File: config.mk
export PLATFORM = sky130hd
export DESIGN_NAME = apdf_arith
export DESIGN_NICKNAME = d
export VERILOG_FILES = /design/src/sv/apdf_pkg.sv /design/src/sv/apdf_arith.sv
export SDC_FILE = /design/constraint.sdc
export NUM_CORES = 1
export LEC_CHECK = 0
export BUFFER_PORTS_ARGS = -buffer_cell sky130_fd_sc_hd__buf_2
export CORE_MARGIN = 2
export CORE_UTILIZATION = 32
export DETAILED_ROUTE_END_ITERATION = 16
export SYNTH_ARGS = -nofsm -noshare
export SYNTH_HDL_FRONTEND = slang
export SYNTH_SLANG_ARGS = --single-unit
File: constraint.sdc
create_clock -name vclk -period 17.8
set_clock_uncertainty 0.1 [all_clocks]
set_input_delay 3.56 -clock vclk [all_inputs]
set_output_delay 3.56 -clock vclk [all_outputs]
set_load 0.05 [all_outputs]
File: src/sv/apdf_pkg.sv
// ============================================================================
// apdf_pkg
// Shared constants and types for the allpass delay filter.
// ============================================================================
`default_nettype none

package apdf_pkg;

  // Fixed register widths of the configuration port.
  localparam int DLEN_W    = 13;
  localparam int GAIN_W    = 15;
  localparam int CFG_W     = 15;
  localparam int CFG_IDX_W = 1;

  // The gain is unsigned Q0.15, so products are scaled by 2^15.
  localparam int GAIN_FRAC = 15;

  // Largest allowed gain, 0.99 in Q0.15.
  localparam logic [GAIN_W-1:0] GAIN_MAX = 15'd32440;

  // Configuration register indexes.
  typedef enum logic [CFG_IDX_W-1:0] {
    REG_DELAY_LENGTH  = 1'b0,
    REG_FEEDBACK_GAIN = 1'b1
  } cfg_reg_t;

endpackage

`default_nettype wire

File: src/sv/apdf_arith.sv
// ============================================================================
// apdf_arith
// Allpass datapath: y = d - g*x and w = x + g*d, each rounded half up from
// the 2^15 scale and saturated to the sample width.
// ============================================================================
`default_nettype none

module apdf_arith
  import apdf_pkg::*;
#(
  parameter int SW = 16
) (
  input  wire logic signed [SW-1:0]     x,
  input  wire logic signed [SW-1:0]     d,
  input  wire logic        [GAIN_W-1:0] gain,
  output logic      signed [SW-1:0]     y,
  output logic      signed [SW-1:0]     w
);

  localparam int MW = SW + GAIN_W + 1;
  localparam int PW = SW + GAIN_FRAC + 2;

  localparam logic signed [PW-1:0] RND  = PW'(1) <<< (GAIN_FRAC - 1);
  localparam logic signed [PW-1:0] SMAX = {{(PW-SW+1){1'b0}}, {(SW-1){1'b1}}};
  localparam logic signed [PW-1:0] SMIN = {{(PW-SW+1){1'b1}}, {(SW-1){1'b0}}};

  function automatic logic signed [SW-1:0] round_sat(input logic signed [PW-1:0] v);
    logic signed [PW-1:0] r;
    logic signed [PW-1:0] q;
    r = v + RND;
    q = r >>> GAIN_FRAC;
    if (q > SMAX) begin
      q = SMAX;
    end else if (q < SMIN) begin
      q = SMIN;
    end
    return q[SW-1:0];
  endfunction

  logic signed [GAIN_W:0] g_s;
  logic signed [MW-1:0]   gx;
  logic signed [MW-1:0]   gd;
  logic signed [PW-1:0]   sum_y;
  logic signed [PW-1:0]   sum_w;

  assign g_s = {1'b0, gain};
  assign gx  = g_s * x;
  assign gd  = g_s * d;

  assign sum_y = (PW'(d) <<< GAIN_FRAC) - PW'(gx);
  assign sum_w = (PW'(x) <<< GAIN_FRAC) + PW'(gd);

  assign y = round_sat(sum_y);
  assign w = round_sat(sum_w);

endmodule

`default_nettype wire

==> results.py <==
metrics = {
    "layout": {
        "seq_cells": 0,
        "final_nets": 2835,
        "multi_input_area_mm2": 0.0157,
        "n_fill_cell": 6013,
        "register_area_um2": 0,
        "post-route-util_pct": 34.1,
        "drive_gt1_share_pct": 4.97,
        "area_growth_pct": 5.19,
        "clock_buffers": 0,
    },
    "critical_path": {
        "worstPathArrival_ns": 10.86,
        "worstPathMaxFanout": 32,
        "crit_path_start_kind": "input pin",
        "crit_required_ns": 14.14,
        "crit_type": "input pin to output pin",
        "cp-end-kind": "output pin",
    },
    "job": {
        "drv_cap": 0,
    },
    "timing": {
        "worst_pin_slew_ns": 1.25,
        "final-hold-violation-count": 0,
        "maxSlewViolCount": 0,
        "slew_headroom_pct": 16.2,
        "setup_viol": 0,
        "fin_crit_sh_pct": 81.5,
        "max_freq_mhz": 68.9,
        "rsz0062_at_grt": "no",
        "setup_ws_ns": 3.28,
        "setup-tns-final_ns": 0,
        "period_minus_slack_ns": 14.52,
    },
    "placed_design": {
        "gp_congestion": 0.811,
        "hpwl_mm": 35.7,
        "portBuffers": 79,
        "pre_cts_slack_ns": 3.30,
    },
    "synth": {
        "syn_area_per_cell_um2": 8.45,
        "netlist_top_cells_count": "inv_1, fa_1, and2_1",
        "synth.cell_area_mm2": 0.0184,
        "synth_fp_nets": 2852,
        "synth_seq_area_share_pct": 0,
        "synth_most_common_cell": "inv_1",
        "synth_cells": 2172,
        "synth_area_leader_cell": "fa_1",
        "synth_top_area_share_pct": 43.1,
        "yosysWarnings": 0,
        "synthTopCellsByArea": "fa_1, ha_1, inv_1",
        "synth.distinct_cells": 65,
    },
    "min_path": {
        "holdPathEnd": "y[15]",
        "worst_hold_path_type": "input pin to output pin",
        "min_path_cells": 9,
        "hp-start": "x[15]",
    },
    "die": {
        "die_width_um": 244,
        "fp-row-count": 87,
        "start_util_pct": 32.4,
        "die_area_mm2": 0.0593,
        "core_mm2": 0.0566,
        "die_y_um": 244,
        "ioPinCount": 79,
    },
    "clock_tree": {
        "postCtsHoldBufs": 0,
        "cts_setup_buffers": 0,
        "post_cts_resize_count": 0,
    },
    "drt": {
        "routed_via_density": 4.81,
        "wl_per_cell_um": 15.0,
        "drc": 0,
        "drt-total-wl_mm": 43.6,
        "antenna_left": 0,
        "drt_iter0_drc": 619,
        "vias": 13987,
        "drt_first_pass_iters": 5,
    },
    "global_routing": {
        "grt_pass1_wl_mm": 76.1,
        "grt_pass1_vias": 15499,
        "grt_usage_pct": 15.4,
        "antenna_found_initial": 2,
        "overflow": 0,
        "grt_max_degree": 33,
    },
    "run_status": {
        "status": "complete, no violations",
    },
}
-- cell usage in the layout (no fill, tap or decap), types with 7 or more instances in the layout --
cell type  synthesis  routed
a21oi_1           83      83
xnor2_1           23      23
buf_2              8      79
xor2_1            15      15
nor2_1            50      50
fa_1             395     395
and2_1           244     244
nand4_1           10      10
a31oi_1           13      13
and3_1             7       7
o21ai_0           30      30
nand2b_1          12      12
nand3_1            9       9
nand2_1          229     229
ha_1             238     238
inv_1            591     591
a2111oi_2          8       8
a21o_1            38      38
-- area by class of cell --
class | count | share of cell area [%]
multi-input cells | 1481 | 81.5
inverters | 592 | 11.5
well taps | 756 | 4.90
repair buffers | 80 | 2.09
diodes | 1 | 0.0130
-- worst max-delay path by stage --
stage	start	to	cells after the start
finish	gain[12]	y[0]	23
global route	gain[10]	y[7]	23
CTS	gain[10]	y[7]	23
detailed placement	gain[10]	y[0]	23
global placement	gain[6]	y[9]	23
floorplan	x[5]	y[0]	23
-- stage by stage --
step                cells  hold WS (ns)  instance area [um^2]
finish               2910          8.46                 19300
global placement     2909          8.46                 19300
detailed placement   2909          8.48                 19300
global route         2910          8.57                 19300
CTS                  2909          8.49                 19300
floorplan            2172          7.84                 18400
-- worst max-delay path, cell delays in order --
cell and delay (ns):
buf_2 0.50, nand2_1 0.17, fa_1 0.58, inv_1 0.06, fa_1 0.48, inv_1 0.05, fa_1 0.49, fa_1 0.51
fa_1 0.50, inv_1 0.05, fa_1 0.47, inv_1 0.04, ha_1 0.32, nand2_1 0.07, o21ai_1 0.27, nor2_1 0.14
a31oi_4 0.30, a211o_1 0.22, a21oi_4 0.09, xnor2_2 0.87, o21ai_0 0.29, a2111oi_2 0.44, buf_2 0.32
-- kinds of logic (layout without fill, tap and decap cells) --
logic type	count (synthesis)	after routing	share of synthesized area, %
buffers and inverters	691	672	14.3
adders and majority gates	633	633	59.3
and+or+nand+nor	589	589	16.3
AOI/OAI and AO/OA	219	219	8.12
xor gates and xnor gates	40	40	2.05
other	0	1	0
-- per-layer routing --
| layer | global-route usage, % | routed length, um |
|---|---|---|
| met1 | 20.3 | 19000 |
| met2 | 28.6 | 22500 |
| met3 | 0.408 | 1360 |
| met4 | 2.12 | 704 |
| met5 | 0 | 13 |
Power is left out: the tool's default activity adds up to more than one toggle a clock period on the data nets, which glitch-free logic cannot reach.
